===== src/hdl/zsc_pkg.sv =====
// zsc_pkg: shared types, constants and modular arithmetic for the zigzag subsequence counter
// no dependencies; imported by zsc_ctrl, zsc_datapath and zigzag_subsequence_counter
package zsc_pkg;

	localparam int CNT_W   = 30;
	localparam int VALUE_W = 12;
	localparam int EPOCH_W = 8;

	localparam logic [CNT_W:0] MODULUS = 31'd1000000007;

	typedef logic [CNT_W-1:0] count_t;

	typedef struct packed {
		logic [VALUE_W-1:0] sample_value;
		logic               starts_sequence;
	} sample_t;

	typedef struct packed {
		count_t ending_ascent_count;
		count_t ending_descent_count;
		count_t running_total;
	} result_t;

	typedef struct packed {
		logic sweep_step;
		logic load;
		logic query_step;
		logic calc_up;
		logic calc_down;
		logic upd_step;
		logic fin_sum;
		logic fin_total;
	} cmd_t;

	typedef struct packed {
		logic wrap_now;
		logic sweep_last;
		logic query_done;
		logic upd_done;
	} status_t;

	function automatic count_t mod_add(input count_t a, input count_t b);
		logic [CNT_W:0] s;
		s = {1'b0, a} + {1'b0, b};
		if (s >= MODULUS) begin
			s = s - MODULUS;
		end
		return s[CNT_W-1:0];
	endfunction

	function automatic count_t mod_sub(input count_t a, input count_t b);
		logic [CNT_W:0] d;
		if (a >= b) begin
			d = {1'b0, a} - {1'b0, b};
		end else begin
			d = {1'b0, a} + MODULUS - {1'b0, b};
		end
		return d[CNT_W-1:0];
	endfunction

endpackage


===== src/hdl/zsc_ctrl.sv =====
// zsc_ctrl: sequencer for the zigzag subsequence counter
// depends on zsc_pkg; drives zsc_datapath commands and the word handshakes
module zsc_ctrl (
	input  logic             clk,
	input  logic             arst_n,
	input  logic             sample_valid,
	output logic             sample_stall,
	input  logic             out_free,
	output logic             out_load,
	output zsc_pkg::cmd_t    cmd,
	input  zsc_pkg::status_t status
);
	import zsc_pkg::*;

	typedef enum logic [3:0] {
		S_INIT_SWEEP,
		S_IDLE,
		S_START_SWEEP,
		S_QUERY,
		S_CALC_UP,
		S_CALC_DOWN,
		S_UPDATE,
		S_FIN_SUM,
		S_FIN_TOTAL,
		S_DELIVER
	} state_t;

	state_t state_q;

	always_ff @(posedge clk or negedge arst_n) begin
		if (!arst_n) begin
			state_q <= S_INIT_SWEEP;
		end else begin
			unique case (state_q)
				S_INIT_SWEEP: begin
					if (status.sweep_last) state_q <= S_IDLE;
				end
				S_IDLE: begin
					if (sample_valid) begin
						state_q <= status.wrap_now ? S_START_SWEEP : S_QUERY;
					end
				end
				S_START_SWEEP: begin
					if (status.sweep_last) state_q <= S_QUERY;
				end
				S_QUERY: begin
					if (status.query_done) state_q <= S_CALC_UP;
				end
				S_CALC_UP:   state_q <= S_CALC_DOWN;
				S_CALC_DOWN: state_q <= S_UPDATE;
				S_UPDATE: begin
					if (status.upd_done) state_q <= S_FIN_SUM;
				end
				S_FIN_SUM:   state_q <= S_FIN_TOTAL;
				S_FIN_TOTAL: state_q <= S_DELIVER;
				S_DELIVER: begin
					if (out_free) state_q <= S_IDLE;
				end
				default: state_q <= S_IDLE;
			endcase
		end
	end

	always_comb begin
		cmd            = '0;
		cmd.sweep_step = (state_q == S_INIT_SWEEP) || (state_q == S_START_SWEEP);
		cmd.load       = (state_q == S_IDLE) && sample_valid;
		cmd.query_step = (state_q == S_QUERY);
		cmd.calc_up    = (state_q == S_CALC_UP);
		cmd.calc_down  = (state_q == S_CALC_DOWN);
		cmd.upd_step   = (state_q == S_UPDATE);
		cmd.fin_sum    = (state_q == S_FIN_SUM);
		cmd.fin_total  = (state_q == S_FIN_TOTAL);
	end

	assign sample_stall = (state_q != S_IDLE);
	assign out_load     = (state_q == S_DELIVER) && out_free;

endmodule


===== config.mk =====
export PLATFORM = sky130hd
export DESIGN_NAME = zsc_ctrl
export DESIGN_NICKNAME = d
export VERILOG_FILES = /design/src/hdl/zsc_pkg.sv /design/src/hdl/zsc_ctrl.sv
export SDC_FILE = /design/constraint.sdc
export NUM_CORES = 1
export LEC_CHECK = 0
export ABC_AREA = 0
export BUFFER_PORTS_ARGS = -buffer_cell sky130_fd_sc_hd__buf_4
export CAP_MARGIN = 20
export CORE_AREA = 2 2 39 41
export DETAILED_ROUTE_END_ITERATION = 10
export DIE_AREA = 0 0 41 43
export GPL_ROUTABILITY_DRIVEN = 0
export SYNTH_ARGS = -nofsm -noshare
export SYNTH_HDL_FRONTEND = slang
export SYNTH_SLANG_ARGS = --single-unit

===== constraint.sdc =====
create_clock -name clk -period 1 [get_ports clk]
set_input_delay 0.2 -clock clk [delete_from_list [all_inputs] [get_ports clk]]
set_output_delay 0.2 -clock clk [all_outputs]
set_load 0.02 [all_outputs]

==> reports/metrics.json, run 1 <==
{
  "floorplan.core_area_sq_um": 1380,
  "synthesis.yosys.warnings": 0,
  "mappedNetlistNets": 50,
  "yosys.area_share.xor_xnor_pct": 0,
  "cts_tree": "done",
  "commonest_non_fill_non_tap_cells_in_the_layout": "sky130_fd_sc_hd__buf_4, sky130_fd_sc_hd__buf_6, sky130_fd_sc_hd__nor2_1, sky130_fd_sc_hd__nand2_1",
  "synth.lib_cells_used.distinct": 21,
  "detail_route.iter0.violations": 8,
  "failed_checks": "negative setup slack",
  "rsz0062_at_grt": "true",
  "cts_root_buffer": "sky130_fd_sc_hd__clkbuf_4",
  "synth-edff-count": 0,
  "regArea_sq_um": 104,
  "cp-start-kind": "flop",
  "pwr_density_cell_nw_per_um2": 3290,
  "antenna_violations_before_repair": 0,
  "biggestRegsByFlops": "state_q x4",
  "hold_class": "in2reg",
  "chipHeight_um": 43,
  "detailedRoute.firstPassIterationCount": 4,
  "path_cells": "nand2b_4 -> nor3b_4 -> buf_6",
  "totalWireLength_mm": 1.16,
  "crit_type": "reg2out",
  "post_drt_wl_per_cell_um": 12.2,
  "ys.flop_type": "sky130_fd_sc_hd__dfrtp_1",
  "data_required_time_at_the_worst_endpoint_ns": 0.80,
  "hpwl_um": 792,
  "antenna_left": 0,
  "clk_path_buf_depth": 2,
  "route.vias.total": 450,
  "grtUsageTotal_pct": 15.4,
  "synth_simple_gate_area_share_pct": 47.2,
  "synth_top_cell_area_share_pct": 28.0,
  "critPathMaxFanout": 5,
  "pre_cts_slack_ns": -0.191,
  "htree_num_levels": 1,
  "post_layout_min_period_ns": 1.41,
  "cts.sinks": 4,
  "layout_worst_path_cycle_share_pct": 141,
  "fp-row-count": 14,
  "synth_area_sq_um": 358,
  "syn-instance-count": 42,
  "clkLatencyLatePin_ns": 0.24,
  "synth_seq_cells": 4,
  "critical-path-top-delay-family": "flip-flops",
  "die_w_um": 41,
  "cp_num_buf_inv": 1,
  "vdd_ir_drop_max_v": 0.00135,
  "nets": 89,
  "endpoint_kind": "output pin",
  "seq_area_frac_synth_pct": 28.0,
  "grt_pass1_vias": 428,
  "postSynth.asyncResetShare_pct": 100,
  "timing.slew.headroom_pct": 86.9,
  "num_io_pins": 18,
  "buffer_ports.inserted": 17,
  "die_outline_area_sq_um": 1760,
  "initial_core_util_pct": 25.9,
  "finalSetupViolations": 13,
  "clk_pin_slew_ns": 0.04,
  "largest_register_ffs": 4,
  "synth.mux.area_fraction_pct": 0,
  "cap_viol_max_count": 0,
  "fmax_mhz": 712,
  "combinational_family_with_the_most_area_after_synthesis": "simple AND/OR/NAND/NOR gates",
  "synth_area_leader_cell": "sky130_fd_sc_hd__dfrtp_1",
  "skew_ns": 0.00370,
  "power.static_leakage_nw": 0.376,
  "setup_ws_ns": -0.405,
  "worst_pin_slew_ns": 0.195,
  "critPathMaxStageDelay_ns": 0.42,
  "critical_path.slowest_cell": "sky130_fd_sc_hd__dfrtp_1",
  "mostFrequentLayoutCell": "sky130_fd_sc_hd__buf_4",
  "max_flop_register": "state_q",
  "grt_start_max_net_pins": 8,
  "post_synthesis_compound_gate_area_fraction_pct": 12.9,
  "syn_to_final_growth_pct": 119,
  "cts_buffers": 3,
  "final_hold_viol_count": 0,
  "avgSynthCellArea_sq_um": 8.52,
  "utilization_pct": 56.6,
  "run_status": "complete, but fails checks",
  "share_of_post_route_cells_with_drive_strength_above_1_pct": 78.5,
  "multi_input_comb_area_sq_um": 289,
  "grt_pass1_wl_mm": 1.79,
  "drc_viols": 0,
  "gr-total-overflow": 0,
  "netlist_top_cells_area": "sky130_fd_sc_hd__dfrtp_1, sky130_fd_sc_hd__buf_6, sky130_fd_sc_hd__nand2_1",
  "cp.arrival_ns": 1.21,
  "num_antenna_cells": 0,
  "finalMaxSlewViolations": 0,
  "num-fill-cells": 115,
  "drt-vias-per-instance": 4.74,
  "synthAdderAreaFrac_pct": 0
}
through the flow:
step,instances,cell area (sq um),TNS [ns],hold slack [ns],total power [mW]
detailed placement,84,616,-1.72,0.000460,1.85
global placement,84,616,-1.54,-0.0000812,1.84
finish,95,783,-4.07,0.226,2.58
floorplan,42,412,-1.29,-0.0956,1.32
global route,95,783,-4.88,0.231,2.75
CTS,92,729,-4.00,0.225,2.37
power by group:
group / internal, mW / leakage [nW] / total (mW) / switching, mW
clock: 0.135 / 0.0138 / 0.206 / 0.0712
combinational: 1.13 / 0.316 / 1.96 / 0.833
sequential: 0.250 / 0.0461 / 0.410 / 0.160
final cells by class:
cell class	count	area share, %
timing repair buffer	38	43.9
inverter	1	0.479
sequential	4	13.3
tap	16	2.56
multi-input combinational	33	36.9
clock buffer	3	2.88
worst min-delay path, delay by kind of cell:
| kind | cells | cell delay, ns |
|---|---|---|
| AO/OA/AOI/OAI | 1 | 0.06 |
| buffers and inverters | 2 | 0.16 |
metal layers:
metal / vias up / track usage, % / wire (um)
li1: 216 / - / -
met1: 211 / 18.2 / 450
met2: 19 / 23.8 / 607
met3: 4 / 1.57 / 55
met4: 0 / 12.0 / 41
met5: - / 0 / 0
cell families (layout without fill, tap and decap cells):
family,after synthesis,after routing
AOI/OAI and AO/OA,6,6
buffers and inverters,5,42
DFF,4,4
and+or+nand+nor,27,27
synth_stat cells, types with 2 or more instances:
master	number
sky130_fd_sc_hd__nand2_1	7
sky130_fd_sc_hd__nor2_1	5
sky130_fd_sc_hd__dfrtp_1	4
sky130_fd_sc_hd__nor2b_1	4
sky130_fd_sc_hd__buf_6	3
sky130_fd_sc_hd__nor3_1	3
sky130_fd_sc_hd__and3_1	2
path summary, 6_finish.rpt:
check                                       startpoint                endpoint  slack, ns  cells after the start
worst max-delay path            state_q[3]$_DFFE_PN0P_                  cmd[2]      -0.41                      3
worst min-delay path                         status[0]  state_q[0]$_DFFE_PN0P_       0.23                      3
worst max register to register  state_q[1]$_DFFE_PN0P_  state_q[0]$_DFFE_PN0P_      -0.18                      4
worst min register to register  state_q[1]$_DFFE_PN0P_  state_q[3]$_DFFE_PN0P_       0.68                      2
max in group asynchronous                       arst_n  state_q[2]$_DFFE_PN0P_       0.59                      2
min in group asynchronous                       arst_n  state_q[1]$_DFFE_PN0P_       0.30                      2
timing repair:
item,CTS,global route
setup buffers,5,4
hold buffers,1,0
hold endpoints to repair,4,0
gates cloned,0,0
endpoints found under the setup margin,14,13
pin swaps,4,6
resized for setup,17,9
(Power assumes the default switching activity.)
==> run 2: changes to the inputs <==
--- a/config.mk
+++ b/config.mk
@@ -12,6 +12,8 @@
 export DETAILED_ROUTE_END_ITERATION = 10
 export DIE_AREA = 0 0 41 43
 export GPL_ROUTABILITY_DRIVEN = 0
+export PLACE_DENSITY_LB_ADDON = 0.08
+export SLEW_MARGIN = 40
 export SYNTH_ARGS = -nofsm -noshare
 export SYNTH_HDL_FRONTEND = slang
 export SYNTH_SLANG_ARGS = --single-unit
==> run 2 against run 1 <==
  * Design area down 2.2%
  * Sequential share of layout area is 0.30 points higher
  * The run still ends with negative setup slack left
  * Clock-buffer cell count is the same
  * Non-clock buffer count is 3 lower
  * Hold slack improved by 0.0010 ns
  * Sequential power decreased by 5.4%
==> reports/metrics.json, run 2 (synthesis gave the netlist of run 1 again) <==
{
  "clk_path_buf_depth": {"value": 2, "change": "unchanged"},
  "post_layout_min_period": {"value": 1.38, "unit": "ns", "change": "was 1.41 ns"},
  "cts.sinks": {"value": 4, "change": "unchanged"},
  "mostFrequentLayoutCell": {"value": "sky130_fd_sc_hd__buf_4", "change": "unchanged"},
  "commonest_non_fill_non_tap_cells_in_the_layout": {"value": "sky130_fd_sc_hd__buf_4, sky130_fd_sc_hd__buf_6, sky130_fd_sc_hd__nor3_2, sky130_fd_sc_hd__nand2_1", "change": "was sky130_fd_sc_hd__buf_4, sky130_fd_sc_hd__buf_6, sky130_fd_sc_hd__nor2_1, sky130_fd_sc_hd__nand2_1"},
  "layout_worst_path_cycle_share": {"value": 138, "unit": "%", "change": "was 141%"},
  "run_status": {"value": "complete, but fails checks", "change": "unchanged"},
  "pre_cts_slack": {"value": -0.216, "unit": "ns", "change": "was -0.191 ns"},
  "totalWireLength": {"value": 1.06, "unit": "mm", "change": "was 1.16 mm"},
  "cp.arrival": {"value": 1.18, "unit": "ns", "change": "was 1.21 ns"},
  "final_hold_viol_count": {"value": 0, "change": "unchanged"},
  "rsz0062_at_grt": {"value": "true", "change": "unchanged"},
  "endpoint_kind": {"value": "output pin", "change": "unchanged"},
  "num_antenna_cells": {"value": 0, "change": "unchanged"},
  "buffer_ports.inserted": {"value": 17, "change": "unchanged"},
  "total_power": {"value": 2.50, "unit": "mW", "change": "was 2.58 mW"},
  "cp-start-kind": {"value": "flop", "change": "unchanged"},
  "drt-vias-per-instance": {"value": 4.57, "change": "was 4.74"},
  "route.vias.total": {"value": 420, "change": "was 450"},
  "finalMaxSlewViolations": {"value": 0, "change": "unchanged"},
  "die_w": {"value": 41, "unit": "um", "change": "unchanged"},
  "floorplan.core_area": {"value": 1380, "unit": "sq um", "change": "unchanged"},
  "nets": {"value": 86, "change": "was 89"},
  "biggestRegsByFlops": {"value": "state_q x4", "change": "unchanged"},
  "grtUsageTotal": {"value": 14.4, "unit": "%", "change": "was 15.4%"},
  "fmax": {"value": 723, "unit": "MHz", "change": "was 712 MHz"},
  "data_required_time_at_the_worst_endpoint": {"value": 0.80, "unit": "ns", "change": "about the same"},
  "total_cell_area_at_the_placement_stage": {"value": 601, "unit": "sq um", "change": "was 616 sq um"},
  "finalInstanceArea": {"value": 766, "unit": "sq um", "change": "was 783 sq um"},
  "max_flop_register": {"value": "state_q", "change": "unchanged"},
  "post_drt_wl_per_cell": {"value": 11.6, "unit": "um", "change": "was 12.2 um"},
  "gr-max-usage-layer": {"value": "met1", "change": "was met2"},
  "chipHeight": {"value": 43, "unit": "um", "change": "unchanged"},
  "cts_tree": {"value": "done", "change": "unchanged"},
  "drc_viols": {"value": 0, "change": "unchanged"},
  "gr-total-overflow": {"value": 0, "change": "unchanged"},
  "timing.slew.headroom": {"value": 87.2, "unit": "%", "change": "was 86.9%"},
  "worst_path_most_repeated_cell": "sky130_fd_sc_hd__buf_6",
  "hold_class": {"value": "in2reg", "change": "unchanged"},
  "initial_core_util": {"value": 25.9, "unit": "%", "change": "unchanged"},
  "die_outline_area": {"value": 1760, "unit": "sq um", "change": "unchanged"},
  "antenna_left": {"value": 0, "change": "unchanged"},
  "global_route.usage.met3": {"value": 1.57, "unit": "%", "change": "unchanged"},
  "detailedRoute.firstPassIterationCount": {"value": 4, "change": "unchanged"},
  "setup_ws": {"value": -0.384, "unit": "ns", "change": "was -0.405 ns"},
  "grt_pass1_vias": {"value": 395, "change": "was 428"},
  "num-fill-cells": {"value": 130, "change": "was 115"},
  "cap_viol_max_count": {"value": 0, "change": "unchanged"},
  "critPathMaxFanout": {"value": 5, "change": "unchanged"},
  "htree_num_levels": {"value": 1, "change": "unchanged"},
  "finalSetupViolations": {"value": 12, "change": "was 13"},
  "antenna_violations_before_repair": {"value": 0, "change": "unchanged"},
  "hpwl": {"value": 753, "unit": "um", "change": "was 792 um"},
  "share_of_post_route_cells_with_drive_strength_above_1": {"value": 80.3, "unit": "%", "change": "was 78.5%"},
  "cts_buffers": {"value": 3, "change": "unchanged"},
  "syn_to_final_growth": {"value": 114, "unit": "%", "change": "was 119%"},
  "crit_type": {"value": "reg2out", "change": "unchanged"},
  "grt_pass1_wl": {"value": 1.69, "unit": "mm", "change": "was 1.79 mm"},
  "critical_path.slowest_cell": {"value": "sky130_fd_sc_hd__dfrtp_2", "change": "was sky130_fd_sc_hd__dfrtp_1"},
  "critPathMaxStageDelay": {"value": 0.44, "unit": "ns", "change": "was 0.42 ns"},
  "pwr_density_cell": {"value": 3270, "unit": "nW/um^2", "change": "was 3290 nW/um^2"},
  "fp-row-count": {"value": 14, "change": "unchanged"},
  "worst_pin_slew": {"value": 0.191, "unit": "ns", "change": "was 0.195 ns"},
  "path_cells": {"value": "buf_6 -> nor3b_4 -> buf_6", "change": "was nand2b_4 -> nor3b_4 -> buf_6"},
  "grt_use_met2": {"value": 19.7, "unit": "%", "change": "was 23.8%"},
  "clkLatencyLatePin": {"value": 0.23, "unit": "ns", "change": "was 0.24 ns"},
  "largest_register_ffs": {"value": 4, "change": "unchanged"},
  "power.static_leakage": {"value": 0.367, "unit": "nW", "change": "was 0.376 nW"},
  "grt_start_max_net_pins": {"value": 7, "change": "was 8"},
  "failed_checks": {"value": "negative setup slack", "change": "unchanged"},
  "cts_root_buffer": {"value": "sky130_fd_sc_hd__clkbuf_4", "change": "unchanged"},
  "groute.layer.met1.usage": {"value": 21.2, "unit": "%", "change": "was 18.2%"},
  "detail_route.iter0.violations": {"value": 6, "change": "was 8"},
  "num_io_pins": {"value": 18, "change": "unchanged"},
  "final_hold_slack": {"value": 0.227, "unit": "ns", "change": "was 0.226 ns"},
  "clk_pin_slew": {"value": 0.04, "unit": "ns", "change": "about the same"},
  "skew": {"value": 0.000911, "unit": "ns", "change": "was 0.00370 ns"},
  "vdd_ir_drop_max": {"value": 0.00150, "unit": "V", "change": "was 0.00135 V"}
}
## run 2: cell count changes in the layout (fill, tap and decap cells not counted), sizes merged
| cell | previous run | this run |
|---|---|---|
| buf | 37 | 34 |
## run 2: what timing repair did
item / CTS / global route
hold endpoints to repair: 4 / 0
resized for setup: 18 / 8
hold buffers: 1 / 0
setup endpoints to repair: 13 / 14
setup buffers: 6 / 2
pin swaps: 4 / 4
## run 2: per-layer routing
metal	routed length, um	vias to the layer above
met5	0	-
met4	0	0
met3	76	0
met2	524	17
met1	462	190
li1	-	213
## run 2: path summary, 6_finish.rpt
kind,startpoint,to,slack (ns),cells after the start
max in group asynchronous,arst_n,state_q[1]$_DFFE_PN0P_,0.59,2
setup reg to reg,state_q[0]$_DFFE_PN0P_,state_q[0]$_DFFE_PN0P_,-0.23,6
hold / removal,status[0],state_q[0]$_DFFE_PN0P_,0.23,3
hold reg to reg,state_q[0]$_DFFE_PN0P_,state_q[3]$_DFFE_PN0P_,0.66,3
setup / recovery,state_q[0]$_DFFE_PN0P_,cmd[2],-0.38,3
min in group asynchronous,arst_n,state_q[3]$_DFFE_PN0P_,0.30,2
## run 2: layout make-up
cell class	instances	area [sq um]	area share, %
repair buffers	35	314	41.0
multi-input cells	33	302	39.4
flip-flops and latches	4	104	13.6
clock buffers	3	22.5	2.94
well taps	16	20.0	2.61
inverters	1	3.75	0.490
## run 2: report_power, final
part / internal [mW] / switching (mW)
clock network: 0.134 / 0.0624
logic: 1.07 / 0.845
registers: 0.250 / 0.138
## run 2: per-stage QoR
step	instances	utilization (%)	TNS, ns
final	92	55.3	-3.78
after global routing	92	55.3	-4.62
after CTS	90	52.3	-3.88
after detailed placement	82	43.4	-1.84
after global placement	82	43.4	-1.88
after floorplan	42	-	-1.29
## run 2: worst max-delay path: cells and delay by family (launching register included)
family | cells | cell delay, ns
DFF | 1 | 0.44
buffers and inverters | 2 | 0.30
and+or+nand+nor | 1 | 0.21
==> run 3: changes to the inputs <==
--- a/config.mk
+++ b/config.mk
@@ -13,6 +13,7 @@
 export DIE_AREA = 0 0 41 43
 export GPL_ROUTABILITY_DRIVEN = 0
 export PLACE_DENSITY_LB_ADDON = 0.08
+export RECOVER_POWER = 50
 export SLEW_MARGIN = 40
 export SYNTH_ARGS = -nofsm -noshare
 export SYNTH_HDL_FRONTEND = slang
==> run 3 against run 2 <==
  * The run still ends with negative setup slack left
  * Total power hardly changed
  * Flip-flop and latch count unchanged
  * Sequential power is essentially flat
  * Combinational power barely moved
  * Fmax unchanged
  * Via count did not move
  * Clock power about the same
  * Utilization shrank 0.27 points
  * Wire length fell by 0.19%
  * Cell count unchanged
  * Die area stayed put
  * Highest routed layer unchanged
==> reports/metrics.json, run 3 (synthesis gave the netlist of run 1 again) <==
{
  "run_status": {"value": "complete, but fails checks", "change": "unchanged"},
  "failed_checks": {"value": "negative setup slack", "change": "unchanged"},
  "cap_viol_max_count": {"value": 0, "change": "unchanged"},
  "die_outline_area": {"value": 1760, "unit": "sq um", "change": "unchanged"},
  "hpwl": {"value": 753, "unit": "um", "change": "unchanged"},
  "detail_route.iter0.violations": {"value": 6, "change": "unchanged"},
  "cts_buffers": {"value": 3, "change": "unchanged"},
  "power.static_leakage": {"value": 0.363, "unit": "nW", "change": "was 0.367 nW"},
  "finalSetupViolations": {"value": 12, "change": "unchanged"},
  "clkLatencyLatePin": {"value": 0.23, "unit": "ns", "change": "about the same"},
  "rr_worst_depth": {"value": 6, "change": "unchanged"},
  "grtUsageTotal": {"value": 14.4, "unit": "%", "change": "unchanged"},
  "critPathMaxStageDelay": {"value": 0.44, "unit": "ns", "change": "about the same"},
  "rsz0062_at_grt": {"value": "true", "change": "unchanged"},
  "num-fill-cells": {"value": 130, "change": "unchanged"},
  "pre_cts_slack": {"value": -0.216, "unit": "ns", "change": "unchanged"},
  "route.vias.total": {"value": 420, "change": "unchanged"},
  "largest_register_ffs": {"value": 4, "change": "unchanged"},
  "critical_path.slowest_cell": {"value": "sky130_fd_sc_hd__dfrtp_2", "change": "unchanged"},
  "crit_type": {"value": "reg2out", "change": "unchanged"},
  "endpoint_kind": {"value": "output pin", "change": "unchanged"},
  "drt-vias-per-instance": {"value": 4.57, "change": "unchanged"},
  "critPathMaxFanout": {"value": 5, "change": "unchanged"},
  "logic_depth_of_the_worst_path_buffers_included": {"value": 3, "change": "unchanged"},
  "grt_pass1_wl": {"value": 1.69, "unit": "mm", "change": "unchanged"},
  "nets": {"value": 86, "change": "unchanged"},
  "final_hold_viol_count": {"value": 0, "change": "unchanged"},
  "data_required_time_at_the_worst_endpoint": {"value": 0.80, "unit": "ns", "change": "about the same"},
  "biggestRegsByFlops": {"value": "state_q x4", "change": "unchanged"},
  "totalWireLength": {"value": 1.06, "unit": "mm", "change": "about the same"},
  "commonest_non_fill_non_tap_cells_in_the_layout": {"value": "sky130_fd_sc_hd__buf_4, sky130_fd_sc_hd__buf_6, sky130_fd_sc_hd__nor3_2, sky130_fd_sc_hd__nand2_1", "change": "unchanged"},
  "finalMaxSlewViolations": {"value": 0, "change": "unchanged"},
  "fmax": {"value": 723, "unit": "MHz", "change": "unchanged"},
  "timing.slew.headroom": {"value": 86.1, "unit": "%", "change": "was 87.2%"},
  "antenna_violations_before_repair": {"value": 0, "change": "unchanged"},
  "clk_path_buf_depth": {"value": 2, "change": "unchanged"},
  "die_w": {"value": 41, "unit": "um", "change": "unchanged"},
  "cts_root_buffer": {"value": "sky130_fd_sc_hd__clkbuf_4", "change": "unchanged"},
  "setup_total_negative_slack": {"value": -3.78, "unit": "ns", "change": "unchanged"},
  "rr_endpoint": {"value": "state_q[0]$_DFFE_PN0P_", "change": "unchanged"},
  "gr-total-overflow": {"value": 0, "change": "unchanged"},
  "max_flop_register": {"value": "state_q", "change": "unchanged"},
  "worst_pin_slew": {"value": 0.208, "unit": "ns", "change": "was 0.191 ns"},
  "vdd_ir_drop_max": {"value": 0.00149, "unit": "V", "change": "was 0.00150 V"},
  "cp-start-kind": {"value": "flop", "change": "unchanged"},
  "cts.sinks": {"value": 4, "change": "unchanged"},
  "antenna_left": {"value": 0, "change": "unchanged"},
  "fp-row-count": {"value": 14, "change": "unchanged"},
  "worst_path_most_repeated_cell": {"value": "sky130_fd_sc_hd__buf_6", "change": "unchanged"},
  "cts_tree": {"value": "done", "change": "unchanged"},
  "path_cells": {"value": "buf_6 -> nor3b_4 -> buf_6", "change": "unchanged"},
  "grt_start_max_net_pins": {"value": 7, "change": "unchanged"},
  "cp.arrival": {"value": 1.18, "unit": "ns", "change": "about the same"},
  "share_of_post_route_cells_with_drive_strength_above_1": {"value": 78.9, "unit": "%", "change": "was 80.3%"},
  "critical-path-top-delay-family": {"value": "flip-flops", "change": "unchanged"},
  "chipHeight": {"value": 43, "unit": "um", "change": "unchanged"},
  "buffer_ports.inserted": {"value": 17, "change": "unchanged"},
  "ff2ff_setup_slack": {"value": -0.23, "unit": "ns", "change": "about the same"},
  "num_antenna_cells": {"value": 0, "change": "unchanged"},
  "regToRegStartpoint": {"value": "state_q[0]$_DFFE_PN0P_", "change": "unchanged"},
  "setup.worst_path.end": {"value": "cmd[2]", "change": "unchanged"},
  "post_drt_wl_per_cell": {"value": 11.5, "unit": "um", "change": "was 11.6 um"},
  "post_layout_min_period": {"value": 1.38, "unit": "ns", "change": "unchanged"},
  "cp-startpoint": {"value": "state_q[0]$_DFFE_PN0P_", "change": "unchanged"},
  "detailedRoute.firstPassIterationCount": {"value": 4, "change": "unchanged"},
  "cp_num_buf_inv": {"value": 2, "change": "unchanged"},
  "htree_num_levels": {"value": 1, "change": "unchanged"},
  "grt_pass1_vias": {"value": 395, "change": "unchanged"},
  "initial_core_util": {"value": 25.9, "unit": "%", "change": "unchanged"},
  "floorplan.core_area": {"value": 1380, "unit": "sq um", "change": "unchanged"},
  "drc_viols": {"value": 0, "change": "unchanged"},
  "skew": {"value": 0.000911, "unit": "ns", "change": "unchanged"},
  "hold_class": {"value": "in2reg", "change": "unchanged"},
  "mostFrequentLayoutCell": {"value": "sky130_fd_sc_hd__buf_4", "change": "unchanged"},
  "syn_to_final_growth": {"value": 113, "unit": "%", "change": "was 114%"},
  "layout_worst_path_cycle_share": {"value": 138, "unit": "%", "change": "unchanged"},
  "num_io_pins": {"value": 18, "change": "unchanged"},
  "clk_pin_slew": {"value": 0.04, "unit": "ns", "change": "about the same"},
  "pwr_density_cell": {"value": 3280, "unit": "nW/um^2", "change": "was 3270 nW/um^2"},
  "setup_ws": {"value": -0.384, "unit": "ns", "change": "unchanged"}
}
-- run 3: changes by cell type in the layout (fill, tap and decap cells not counted) --
cell,delta
sky130_fd_sc_hd__clkbuf_1,+1
sky130_fd_sc_hd__buf_4,-1
-- run 3: worst register-to-register path, delay by kind of cell (launching register included) --
kind                   cells  cell delay, ns
DFF                        1            0.44
buffers and inverters      3            0.37
AOI/OAI and AO/OA          2            0.17
and+or+nand+nor            1            0.12
-- run 3: stage by stage --
stage               power [mW]  instance area [sq um]  utilization, %  hold WS [ns]  cells
floorplan                 1.32                    412               -       -0.0956     42
global placement          1.81                    601            43.4      0.000196     82
detailed placement        1.80                    601            43.4      -0.00200     82
CTS                       2.36                    723            52.3         0.214     90
global route              2.67                    762            55.1         0.231     92
finish                    2.50                    762            55.1         0.227     92
-- run 3: area by class of cell --
type                            count  area, sq um  area share [%]
Tap cell                           16         20.0            2.63
Clock buffer                        3         22.5            2.96
Timing Repair Buffer               35          310            40.7
Sequential cell                     4          104            13.6
Inverter                            1         3.75           0.493
Multi-Input combinational cell     33          302            39.6
-- run 3: metal layers --
layer,global-route usage (%),wire (um),vias to the layer above,part of all wire [%]
li1,-,-,213,-
met1,21.2,460,190,43
met2,19.7,524,17,49
met3,1.57,76,0,7.2
met4,8.00,0,0,0
met5,0,0,-,0
-- run 3: how the worst min path moves through the flow --
stage / end / start / cells after the start / slack (ns)
after floorplan: state_q[0]$_DFFE_PN0P_ / arst_n / 0 / -0.1
after global placement: state_q[0]$_DFFE_PN0P_ / arst_n / 1 / 0.0002
after detailed placement: state_q[0]$_DFFE_PN0P_ / arst_n / 1 / -0.002
after CTS: state_q[0]$_DFFE_PN0P_ / status[0] / 3 / 0.21
after global routing: state_q[0]$_DFFE_PN0P_ / status[0] / 3 / 0.23
final: state_q[0]$_DFFE_PN0P_ / status[0] / 3 / 0.23
-- run 3: timing repair --
action                                  in CTS  in global routing
endpoints found under the setup margin      13                 14
endpoints found under the hold margin        4                  0
gates resized for setup                     18                  8
pin swaps                                    4                  4
hold buffers                                 1                  0
cloned                                       0                  0
setup buffers                                6                  2
-- run 3: power by group --
part | leakage (nW) | internal [mW] | total (mW) | switching, mW
Clock | 0.0138 | 0.134 | 0.196 | 0.0624
Combinational | 0.304 | 1.07 | 1.91 | 0.844
Sequential | 0.0461 | 0.250 | 0.388 | 0.138
